<file path="src/tppk_pkg.sv">
// Package for the triangle pair index packer: widths, the job record that
// passes from the front to the back, and helpers for vertex rotation.
// No dependencies.
`default_nettype none

package tppk_pkg;

   // Vertex index width, 8 to 31
   localparam int IndexBits  = 31;
   localparam int TriVerts   = 3;
   localparam int MaxOut     = 6;
   localparam int QueueDepth = 2;

   localparam int CountBits = $clog2(MaxOut + 1);
   localparam int PosBits   = $clog2(MaxOut);
   localparam int PtrBits   = $clog2(QueueDepth);
   localparam int FillBits  = $clog2(QueueDepth + 1);

   // Result counts of the possible jobs
   localparam logic [CountBits-1:0] CountNone   = CountBits'(0);
   localparam logic [CountBits-1:0] CountTri    = CountBits'(3);
   localparam logic [CountBits-1:0] CountMerge  = CountBits'(4);
   localparam logic [CountBits-1:0] CountTwoTri = CountBits'(6);

   typedef logic [IndexBits-1:0] index_type;
   typedef index_type [TriVerts-1:0] tri_type;

   // One item's worth of results, in emit order starting at idx[0]
   typedef struct packed {
      index_type [MaxOut-1:0] idx;
      logic [CountBits-1:0]   cnt;
      logic                   fin;
   } job_type;

   // Queue status seen by the back end
   typedef struct packed {
      logic    head_valid;
      job_type head;
   } queue_head_type;

   // Next vertex position around a triangle
   function automatic int tri_next(input int k);
      return (k == TriVerts - 1) ? 0 : k + 1;
   endfunction

   // Rotate so that the first index is at least the second
   function automatic tri_type tri_rotate(input tri_type t);
      tri_type r;
      if (t[0] >= t[1]) begin
         r[0] = t[0];
         r[1] = t[1];
         r[2] = t[2];
      end else if (t[1] >= t[2]) begin
         r[0] = t[1];
         r[1] = t[2];
         r[2] = t[0];
      end else begin
         r[0] = t[2];
         r[1] = t[0];
         r[2] = t[1];
      end
      return r;
   endfunction

endpackage

`default_nettype wire

</file>
<file path="src/tppk_if.sv">
// Channel interfaces for the triangle pair index packer: request (one
// triangle) and response (one packed index). Depends on tppk_pkg.
`default_nettype none

interface tppk_req_if import tppk_pkg::*; ();
   logic      valid;
   logic      ready;
   index_type vert_first;
   index_type vert_second;
   index_type vert_third;
   logic      final_triangle;

   modport source (output valid, vert_first, vert_second, vert_third, final_triangle,
                   input ready);
   modport sink   (input valid, vert_first, vert_second, vert_third, final_triangle,
                   output ready);
endinterface

interface tppk_rsp_if import tppk_pkg::*; ();
   logic      valid;
   logic      ready;
   index_type packed_index;
   logic      run_end;
   logic      stream_end;

   modport source (output valid, packed_index, run_end, stream_end, input ready);
   modport sink   (input valid, packed_index, run_end, stream_end, output ready);
endinterface

`default_nettype wire

</file>
<file path="src/triangle_pair_index_packer_core.sv">
// Triangle pair index packer, top level: front end, job queue, back end.
// The first index caused by a request is written into the job queue and then
// loaded into the response output register before it shows on the response.
// Throughput: one request a cycle while the job queue has room; the back end
// sends one index a cycle unless the response stalls; 0, 3, 4 or 6 per request.
// Reset (synchronous, active high) clears the pending flag, queue and output.
`default_nettype none

module triangle_pair_index_packer_core import tppk_pkg::*; (
   input  wire logic  clock,
   input  wire logic  reset,
   tppk_req_if.sink   req_chan,
   tppk_rsp_if.source rsp_chan
);

   logic           push_valid;
   job_type        push_job;
   logic           queue_full;
   logic           pop;
   queue_head_type head;

   tppk_front u_front (
      .clock      (clock),
      .reset      (reset),
      .req_chan   (req_chan),
      .queue_full (queue_full),
      .push_valid (push_valid),
      .push_job   (push_job)
   );

   tppk_queue u_queue (
      .clock      (clock),
      .reset      (reset),
      .push_valid (push_valid),
      .push_job   (push_job),
      .full       (queue_full),
      .pop        (pop),
      .head_out   (head)
   );

   tppk_back u_back (
      .clock    (clock),
      .reset    (reset),
      .head_in  (head),
      .pop      (pop),
      .rsp_chan (rsp_chan)
   );

endmodule

`default_nettype wire

</file>
<file path="src/tppk_front.sv">
// Front end: accepts triangles, holds the pending one, finds a shared edge
// and builds the job of indices to emit. Depends on tppk_pkg, tppk_if.
`default_nettype none

module tppk_front import tppk_pkg::*; (
   input  wire logic    clock,
   input  wire logic    reset,
   tppk_req_if.sink     req_chan,
   input  wire logic    queue_full,
   output logic         push_valid,
   output job_type      push_job
);

   logic      pend_valid_ff, pend_valid_in;
   tri_type   pend_tri_ff;
   tri_type   new_tri;
   logic      accept;
   logic      degen;
   logic      found;
   logic      merge;
   index_type sel_a, sel_b, sel_c, sel_d;
   tri_type   rot_pend, rot_new;

   assign req_chan.ready = !queue_full;
   assign accept         = req_chan.valid && req_chan.ready;

   assign new_tri[0] = req_chan.vert_first;
   assign new_tri[1] = req_chan.vert_second;
   assign new_tri[2] = req_chan.vert_third;

   // Degenerate pending triangle never merges
   assign degen = (pend_tri_ff[0] == pend_tri_ff[1]) || (pend_tri_ff[1] == pend_tri_ff[2]) ||
                  (pend_tri_ff[2] == pend_tri_ff[0]);

   // Search pending edges in order for the reversed edge in the new triangle
   always_comb begin
      found = 1'b0;
      sel_a = pend_tri_ff[0];
      sel_b = pend_tri_ff[1];
      sel_c = pend_tri_ff[2];
      sel_d = new_tri[0];
      for (int i = 0; i < TriVerts; i++) begin
         for (int j = 0; j < TriVerts; j++) begin
            if (!found && new_tri[j] == pend_tri_ff[tri_next(i)] &&
                new_tri[tri_next(j)] == pend_tri_ff[i]) begin
               found = 1'b1;
               sel_a = pend_tri_ff[i];
               sel_b = pend_tri_ff[tri_next(i)];
               sel_c = pend_tri_ff[tri_next(tri_next(i))];
               sel_d = new_tri[tri_next(tri_next(j))];
            end
         end
      end
   end

   assign merge    = pend_valid_ff && !degen && found;
   assign rot_pend = tri_rotate(pend_tri_ff);
   assign rot_new  = tri_rotate(new_tri);

   // Build the job
   always_comb begin
      push_job     = '0;
      push_job.fin = req_chan.final_triangle;
      if (pend_valid_ff) begin
         if (merge) begin
            push_job.cnt = CountMerge;
            if (sel_a < sel_b) begin
               push_job.idx[0] = sel_a;
               push_job.idx[1] = sel_b;
               push_job.idx[2] = sel_c;
               push_job.idx[3] = sel_d;
            end else begin
               push_job.idx[0] = sel_b;
               push_job.idx[1] = sel_a;
               push_job.idx[2] = sel_d;
               push_job.idx[3] = sel_c;
            end
         end else begin
            push_job.idx[0] = rot_pend[0];
            push_job.idx[1] = rot_pend[1];
            push_job.idx[2] = rot_pend[2];
            push_job.idx[3] = rot_new[0];
            push_job.idx[4] = rot_new[1];
            push_job.idx[5] = rot_new[2];
            push_job.cnt    = req_chan.final_triangle ? CountTwoTri : CountTri;
         end
      end else begin
         push_job.idx[0] = rot_new[0];
         push_job.idx[1] = rot_new[1];
         push_job.idx[2] = rot_new[2];
         push_job.cnt    = req_chan.final_triangle ? CountTri : CountNone;
      end
   end

   assign push_valid = accept && (push_job.cnt != CountNone);

   // New triangle stays pending unless merged or flushed
   always_comb begin
      pend_valid_in = pend_valid_ff;
      if (accept) begin
         pend_valid_in = !merge && !req_chan.final_triangle;
      end
   end

   always_ff @(posedge clock) begin
      if (reset) begin
         pend_valid_ff <= 1'b0;
      end else begin
         pend_valid_ff <= pend_valid_in;
      end
   end

   // Hold the pending triangle
   always_ff @(posedge clock) begin
      if (accept) begin
         pend_tri_ff <= new_tri;
      end
   end

endmodule

`default_nettype wire

</file>
<file path="src/tppk_queue.sv">
// Job queue between front and back end, two entries deep.
// Depends on tppk_pkg.
`default_nettype none

module tppk_queue import tppk_pkg::*; (
   input  wire logic     clock,
   input  wire logic     reset,
   input  wire logic     push_valid,
   input  wire job_type  push_job,
   output logic          full,
   input  wire logic     pop,
   output queue_head_type head_out
);

   job_type             job_ff [QueueDepth];
   logic [PtrBits-1:0]  wr_ptr_ff, wr_ptr_in;
   logic [PtrBits-1:0]  rd_ptr_ff, rd_ptr_in;
   logic [FillBits-1:0] fill_ff, fill_in;

   assign full                = (fill_ff == FillBits'(QueueDepth));
   assign head_out.head_valid = (fill_ff != '0);
   assign head_out.head       = job_ff[rd_ptr_ff];

   // Advance pointers and fill count
   always_comb begin
      wr_ptr_in = wr_ptr_ff;
      rd_ptr_in = rd_ptr_ff;
      fill_in   = fill_ff;
      if (push_valid) begin
         wr_ptr_in = (wr_ptr_ff == PtrBits'(QueueDepth - 1)) ? '0 : wr_ptr_ff + PtrBits'(1);
      end
      if (pop) begin
         rd_ptr_in = (rd_ptr_ff == PtrBits'(QueueDepth - 1)) ? '0 : rd_ptr_ff + PtrBits'(1);
      end
      if (push_valid && !pop) begin
         fill_in = fill_ff + FillBits'(1);
      end else if (pop && !push_valid) begin
         fill_in = fill_ff - FillBits'(1);
      end
   end

   always_ff @(posedge clock) begin
      if (reset) begin
         wr_ptr_ff <= '0;
         rd_ptr_ff <= '0;
         fill_ff   <= '0;
      end else begin
         wr_ptr_ff <= wr_ptr_in;
         rd_ptr_ff <= rd_ptr_in;
         fill_ff   <= fill_in;
      end
   end

   // Store pushed jobs
   always_ff @(posedge clock) begin
      if (push_valid) begin
         job_ff[wr_ptr_ff] <= push_job;
      end
   end

`ifndef SYNTHESIS
   a_no_push_full: assert property (@(posedge clock) disable iff (reset)
      push_valid |-> !full)
      else $error("job pushed into full queue");

   a_no_pop_empty: assert property (@(posedge clock) disable iff (reset)
      pop |-> head_out.head_valid)
      else $error("job popped from empty queue");

   a_fill_bound: assert property (@(posedge clock) disable iff (reset)
      fill_ff <= FillBits'(QueueDepth))
      else $error("queue fill count out of range");

   a_head_nonempty_job: assert property (@(posedge clock) disable iff (reset)
      head_out.head_valid |-> head_out.head.cnt != CountNone)
      else $error("empty job stored in queue");
`endif

endmodule

`default_nettype wire

</file>
<file path="src/tppk_back.sv">
// Back end: walks the head job one index per cycle, while the response is not
// stalled, into the response output register. Depends on tppk_pkg, tppk_if.
`default_nettype none

module tppk_back import tppk_pkg::*; (
   input  wire logic           clock,
   input  wire logic           reset,
   input  wire queue_head_type head_in,
   output logic                pop,
   tppk_rsp_if.source          rsp_chan
);

   logic                 rsp_valid_ff, rsp_valid_in;
   index_type            index_ff;
   logic                 run_end_ff;
   logic                 stream_end_ff;
   logic [PosBits-1:0]   pos_ff, pos_in;
   logic                 load;
   logic                 last;

   assign load = head_in.head_valid && (!rsp_valid_ff || rsp_chan.ready);
   assign last = (CountBits'(pos_ff) == head_in.head.cnt - CountBits'(1));
   assign pop  = load && last;

   // Advance through the job, drop it after its last index
   always_comb begin
      pos_in       = pos_ff;
      rsp_valid_in = rsp_valid_ff;
      if (load) begin
         pos_in       = last ? '0 : pos_ff + PosBits'(1);
         rsp_valid_in = 1'b1;
      end else if (rsp_chan.ready) begin
         rsp_valid_in = 1'b0;
      end
   end

   always_ff @(posedge clock) begin
      if (reset) begin
         rsp_valid_ff <= 1'b0;
         pos_ff       <= '0;
      end else begin
         rsp_valid_ff <= rsp_valid_in;
         pos_ff       <= pos_in;
      end
   end

   // Output register payload
   always_ff @(posedge clock) begin
      if (load) begin
         index_ff      <= head_in.head.idx[pos_ff];
         run_end_ff    <= last;
         stream_end_ff <= last && head_in.head.fin;
      end
   end

   assign rsp_chan.valid        = rsp_valid_ff;
   assign rsp_chan.packed_index = index_ff;
   assign rsp_chan.run_end      = run_end_ff;
   assign rsp_chan.stream_end   = stream_end_ff;

endmodule

`default_nettype wire
</file>
<file path="src/flat_wrapper.sv">
// flat-port wrapper written by rule: the top's interface ports become plain ports
module triangle_pair_index_packer_core_flat import tppk_pkg::*;
  (clock, reset, req_chan_valid, req_chan_vert_first, req_chan_vert_second, req_chan_vert_third, req_chan_final_triangle, req_chan_ready, rsp_chan_valid, rsp_chan_packed_index, rsp_chan_run_end, rsp_chan_stream_end, rsp_chan_ready);
  tppk_req_if req_chan_i ();
  tppk_rsp_if rsp_chan_i ();
  input  wire logic clock;
  input  wire logic reset;
  input wire logic [$bits(req_chan_i.valid)-1:0] req_chan_valid;
  input wire logic [$bits(req_chan_i.vert_first)-1:0] req_chan_vert_first;
  input wire logic [$bits(req_chan_i.vert_second)-1:0] req_chan_vert_second;
  input wire logic [$bits(req_chan_i.vert_third)-1:0] req_chan_vert_third;
  input wire logic [$bits(req_chan_i.final_triangle)-1:0] req_chan_final_triangle;
  output wire logic [$bits(req_chan_i.ready)-1:0] req_chan_ready;
  output wire logic [$bits(rsp_chan_i.valid)-1:0] rsp_chan_valid;
  output wire logic [$bits(rsp_chan_i.packed_index)-1:0] rsp_chan_packed_index;
  output wire logic [$bits(rsp_chan_i.run_end)-1:0] rsp_chan_run_end;
  output wire logic [$bits(rsp_chan_i.stream_end)-1:0] rsp_chan_stream_end;
  input wire logic [$bits(rsp_chan_i.ready)-1:0] rsp_chan_ready;
  assign req_chan_i.valid = req_chan_valid;
  assign req_chan_i.vert_first = req_chan_vert_first;
  assign req_chan_i.vert_second = req_chan_vert_second;
  assign req_chan_i.vert_third = req_chan_vert_third;
  assign req_chan_i.final_triangle = req_chan_final_triangle;
  assign req_chan_ready = req_chan_i.ready;
  assign rsp_chan_valid = rsp_chan_i.valid;
  assign rsp_chan_packed_index = rsp_chan_i.packed_index;
  assign rsp_chan_run_end = rsp_chan_i.run_end;
  assign rsp_chan_stream_end = rsp_chan_i.stream_end;
  assign rsp_chan_i.ready = rsp_chan_ready;
  triangle_pair_index_packer_core u_core (.clock(clock), .reset(reset), .req_chan(req_chan_i), .rsp_chan(rsp_chan_i));
endmodule
</file>
<file path="config.mk">
export PLATFORM = sky130hd
export DESIGN_NAME = triangle_pair_index_packer_core_flat
export DESIGN_NICKNAME = d
export VERILOG_FILES = /design/src/tppk_pkg.sv /design/src/tppk_if.sv /design/src/triangle_pair_index_packer_core.sv /design/src/tppk_front.sv /design/src/tppk_queue.sv /design/src/tppk_back.sv /design/src/flat_wrapper.sv
export SDC_FILE = /design/constraint.sdc
export NUM_CORES = 2
export LEC_CHECK = 0
export ABC_CLOCK_PERIOD_IN_PS = 21300
export BUFFER_PORTS_ARGS = -buffer_cell sky130_fd_sc_hd__buf_2
export CAP_MARGIN = 0
export CORE_AREA = 2 2 510 259
export DETAILED_ROUTE_END_ITERATION = 12
export DIE_AREA = 0 0 512 261
export PLACE_DENSITY = 0.5
export SKIP_LAST_GASP = 1
export SLEW_MARGIN = 0
export SYNTH_ARGS = -nofsm -noshare
export SYNTH_HDL_FRONTEND = slang
export SYNTH_HIERARCHICAL = 1
export SYNTH_SLANG_ARGS = --single-unit
</file>
<file path="constraint.sdc">
create_clock -name clock -period 21.3 [get_ports clock]
set_input_delay 4.26 -clock clock [delete_from_list [all_inputs] [get_ports clock]]
set_output_delay 4.26 -clock clock [all_outputs]
set_load 0.1 [all_outputs]
</file>
# == Word level (Yosys, flattened, before mapping) ==
# Memory sizes are Yosys's and may differ from the RTL's. A register that Yosys moved wholly into a read port is not among the register bits.
# Cells that the tools add are included.
# classes
add_sub_neg,6
magnitude_cmp,6
n_eq_ne,14
muxes,60
n_reduce_logical,49
# ops
op,count
$mux W31,28
$mux W93,5
$eq A31 B31 Y1,12
$mux W127,1
$ge A31 B31 Y1,4
$mux W124,1
$mux W96,1
$bmux W31 S3,1
$mux W62,1
$lt A31 B31 Y1,1
$logic_and A1 B1 Y1,27
$mux W1,17
$logic_not A1 Y1,15
$mux W2,3
$mux W3,2
$reduce_bool A2 Y1,3
$lt A3 B4 Y1 const B,1
$add A3 B1 Y3 const B,1
$eq A3 B3 Y1,1
$logic_or A1 B1 Y1,3
$reduce_bool A3 Y1,1
$sub A3 B1 Y3 const B,1
$add A1 B1 Y1 const B,2
$add A2 B1 Y2 const B,1
other kinds (2),2
# totals
register_bits,135
mem_bits_rw,380
inputBits,98
out_inout_bits,35
memories,1
# mem_list
name,depth,word_bits,rd,rd_clocked_by_memory_dff,write_ports,line,text
u_core.u_queue.job_ff,2,190,1,1,1,tppk_queue.sv:15,job_type job_ff [QueueDepth];

# == Depth between registers and ports, before layout ==
# depth
word_depth,45
mapped_depth,27
mapped_depth_nobuf,20

# == By module ==
# The synthesis kept the hierarchy.
# modules_own_cells
mod,n_inst,cells_each,area_per_inst_um2,seq_area_each_um2
tppk_front,1,2814,21458.1,2812.7
tppk_queue,1,613,14313.7,11511.0
tppk_back,1,205,2675.1,1071.0

# == Least setup slack after synthesis ==
# OpenSTA, ideal clock, no wires.
# synth_timing
path_type,input-to-reg
start,input port req_chan_valid
end,"memory u_core/u_queue/job_ff[0][0] in the netlist's numbering, enable pin"
setup_time_ns,0.766
t_arrival_ns,17.275
required_ns,20.534
slack_ns,3.259
path_stages,3
path_buffers,0
cell_sequence,nor2b_1 -> nor2b_1 -> nor2b_1
# synth_via
elab_chain_cells,4
# synth_rtl
item,line,text
from (decl),flat_wrapper.sv:8,input wire logic [$bits(req_chan_i.valid)-1:0] req_chan_valid;
$logic_and A1 B1 Y1,tppk_front.sv:25,assign accept = req_chan.valid && req_chan.ready;
$logic_and A1 B1 Y1,tppk_front.sv:95,assign push_valid = accept && (push_job.cnt != CountNone);
named net u_core.push_valid,triangle_pair_index_packer_core.sv:16,logic push_valid;
$mux W1,tppk_queue.sv:56,if (push_valid) begin
$mux W1 (not written as such),tppk_queue.sv:57,job_ff[wr_ptr_ff] <= push_job;
to (decl),tppk_queue.sv:15,
# The timed path passes the listed nets, and every way through them passes these cells.

==> impl_metrics.env <==
export IMPL_rsz0062_at_grt="no"
export IMPL_power_static_leakage_uw=0.0155
export IMPL_cts_root_buffer="clkbuf_16"
export IMPL_wirelength_um=159000
export IMPL_switching_share_pct=41.5
export IMPL_finalSetupTns_ns=0
export IMPL_synth_seq_cells=516
export IMPL_numCtsBuffers=49
export IMPL_grt_max_degree=168
export IMPL_grt_pass1_wl_um=220000
export IMPL_portBuffers=132
export IMPL_die_width_um=512
export IMPL_num_vias=29821
export IMPL_slew_violations=0
export IMPL_post_place_ws_ns=7.94
export IMPL_synth_nets=3887
export IMPL_avgRoutedWirePerCell_um=30.2
export IMPL_final_layout_size_suffix_gt1_share_pct=17.2
export IMPL_gp_congestion=1.03
export IMPL_synthArstFlopShare_pct=0
export IMPL_finalSetupViolCount=0
export IMPL_path_clk_slew_ns=0.07
export IMPL_finalCriticalPeriod_ns=13.39
export IMPL_post_cts_resize_count=0
export IMPL_seq_area_frac_synth_pct=40.0
export IMPL_yosysUniqueCellTypes=80
export IMPL_fmax_mhz=74.7
export IMPL_htree_levels=2
export IMPL_syn_to_final_growth_pct=7.93
export IMPL_relSlewSlack_pct=6.56
export IMPL_cp_arrival_ns=13.82
export IMPL_grtUsageTotal_pct=23.0
export IMPL_worst_slew_pin_slew_ns=1.39
export IMPL_ant_nets=0
export IMPL_synth_main_ff_cell="edfxtp_1"
export IMPL_hold_path_class="flop to flop"
export IMPL_yosysTopAreaCellShare_pct=39.5
export IMPL_clock_sinks=516
export IMPL_yosysMostFrequentCell="edfxtp_1"
export IMPL_yosysTopAreaCell="edfxtp_1"
export IMPL_p_switching_uw=1620
export IMPL_cp_start_kind="input port"
export IMPL_cp_end_kind="flop"
export IMPL_drt_pass1_iterations=6
export IMPL_final_nets=3729
export IMPL_coreArea_um2=130000
export IMPL_crit_fanout=64
export IMPL_io_pins=133
export IMPL_post_dp_hpwl_um=113000
export IMPL_timing_hold_violations_final=0
export IMPL_via_per_inst=5.68
export IMPL_die_h_um=261
export IMPL_worst_r2r_path_depth=23
export IMPL_syn_area_per_cell_um2=10.6
export IMPL_hold_buffers=0
export IMPL_power_clock_fraction_pct=23.1
export IMPL_synth_edf_count=506
export IMPL_pwr_share_seq_pct=37.1
export IMPL_start_util_pct=29.6
export IMPL_netlist_top_cells_count="edfxtp_1 (506), nor2_1 (278), mux2i_1 (275)"
export IMPL_grt_antenna_before_repair=9
export IMPL_ctsLongestPathBuffers=3
export IMPL_layout_setup_ws_ns=7.91
export IMPL_rows=94
export IMPL_min_period_over_period_pct=62.9
export IMPL_synth_cells=3632
export IMPL_clock_latency_ns=0.65
export IMPL_status="finished, final reports clean"
export IMPL_worstPathRequired_ns=21.73
export IMPL_grt_ovfl_total=0
export IMPL_p_comb_share_pct=39.8
export IMPL_dr_first_iter_drc_count=4060
export IMPL_grt_pass1_vias=27769
export IMPL_critPathKind="input port to flop"
export IMPL_postCtsSetupBuffers=0
export IMPL_drc_errors=0
export IMPL_power_density_nw_per_um2=94.1
export IMPL_syn_area_um2=38400
export IMPL_clock_skew_ns=0.0400
export IMPL_die_area_um2=134000
export IMPL_drv_cap=0
export IMPL_intPower_uw=2290
export IMPL_synth_area_leaders="edfxtp_1 (40%), mux2i_1 (7.2%), a211oi_1 (5.3%)"
export IMPL_ir_drop_mv=0.0605
export IMPL_cts_tree="done"
export IMPL_ys_warn_count=6
export IMPL_whs_path_depth=2
-- final timing paths --
path / from / slack (ns) / endpoint
max: req_chan_vert_third[24] / 7.91 / u_core/u_queue/job_ff[0][58]$_DFFE_PP_
min: u_core/u_queue/fill_ff[1]$_SDFFE_PP0P_ / 0.50 / u_core/u_queue/fill_ff[1]$_SDFFE_PP0P_
max reg2reg: u_core/u_front/pend_tri_ff[87]$_DFFE_PP_ / 10.90 / u_core/u_queue/job_ff[0][58]$_DFFE_PP_
min reg2reg: u_core/u_queue/fill_ff[1]$_SDFFE_PP0P_ / 0.50 / u_core/u_queue/fill_ff[1]$_SDFFE_PP0P_
-- stage by stage --
| stage | power [µW] | util, % | cell area [µm²] | hold slack (ns) | std cells |
|---|---|---|---|---|---|
| 5_1_grt | 4070 | 32.0 | 41500 | 0.547 | 5242 |
| 3_5_place_dp | 3000 | 30.8 | 39900 | 0.483 | 5151 |
| 2_1_floorplan | 2550 | - | 38400 | 0.456 | 3632 |
| 4_1_cts | 3910 | 32.0 | 41500 | 0.495 | 5242 |
| 6_report | 3900 | 32.0 | 41500 | 0.497 | 5247 |
| 3_3_place_gp | 3000 | 30.8 | 39900 | 0.489 | 5151 |
-- logic make-up (layout without fill, tap and decap cells) --
| logic type | count (synthesis) | after routing | synth area share, % |
|---|---|---|---|
| compound gates | 796 | 796 | 15.2 |
| xor+xnor | 317 | 317 | 7.26 |
| fa+ha+maj | 157 | 157 | 5.11 |
| buf+inv | 615 | 497 | 7.30 |
| flops | 516 | 516 | 40.0 |
| mux | 500 | 500 | 15.6 |
| other cells | 0 | 5 | 0 |
| simple gates | 731 | 731 | 9.43 |
-- metal layers --
layer / up-vias / GRT usage [%] / share of wire [%]
met2: 1598 / 31.7 / 39
met4: 4 / 4.65 / 2.0
li1: 13206 / - / -
met5: - / 1.47 / 0.18
met3: 176 / 9.31 / 12
met1: 14837 / 33.3 / 46
-- final cells by class --
class / count / area [µm²]
clock inverters: 34 / 295
inverters: 196 / 736
repair buffers: 210 / 1260
multi-input cells: 2501 / 20300
fillers: 13180 / 88200
diodes: 5 / 12.5
clock buffers: 57 / 1280
well taps: 1728 / 2160
flip-flops and latches: 516 / 15400
-- state kept, by name, indices dropped and copies added, names as in the netlist, named ones only --
name	cells
u_core/u_queue/job_ff	380
u_core/u_queue/fill_ff	2
u_core/u_back/rsp_chan.valid	1
u_core/u_front/pend_tri_ff	93
u_core/u_back/pos_ff	3
u_core/u_queue/rd_ptr_ff	1
u_core/u_queue/wr_ptr_ff	1
u_core/u_back/rsp_chan.stream_end	1
u_core/u_back/rsp_chan.run_end	1
u_core/u_back/rsp_chan.packed_index	31
u_core/u_front/pend_valid_ff	1
-- layout by cell type, fill, tap and decap left out, types with 57 or more instances in the layout --
cell type,count
nor2_1,278
buf_4,77
mux2_4,100
o21ai_0,141
xnor2_1,117
ha_1,157
nor4_1,61
and3_1,58
nand4_1,66
edfxtp_1,506
mux2_2,93
mux2i_1,275
nand3_1,73
a21oi_1,125
a211oi_1,270
buf_2,132
xor2_1,199
a2111oi_2,57
inv_1,184
nand2_1,90
-- power groups by stage --
stage	logic, µW	clock network [µW]	registers, µW
finish	1550	904	1450
global route	1650	971	1460
CTS	1530	929	1450
detailed placement	1530	0	1470
global placement	1530	0	1470
floorplan	976	0	1570
-- worst max-delay path, cell delays in order --
cell,delay [ns]
buf_2,0.31
xor2_1,0.31
nor4_1,1.11
nand4_1,0.45
or4_4,0.58
nand3b_2,0.10
buf_4,0.50
nand2_8,0.50
mux2i_1,0.25
o21ai_0,0.39
inv_1,0.09
ha_1,0.49
nand4_1,0.14
nor3_1,0.47
nand3_1,0.22
a2111oi_0,0.71
nor2b_1,0.26
a311oi_1,0.07
o211ai_1,0.22
a31o_4,0.36
buf_4,0.50
buf_4,0.74
mux2i_1,0.19
a221oi_1,0.39
Power figures use the tool's default switching activity.
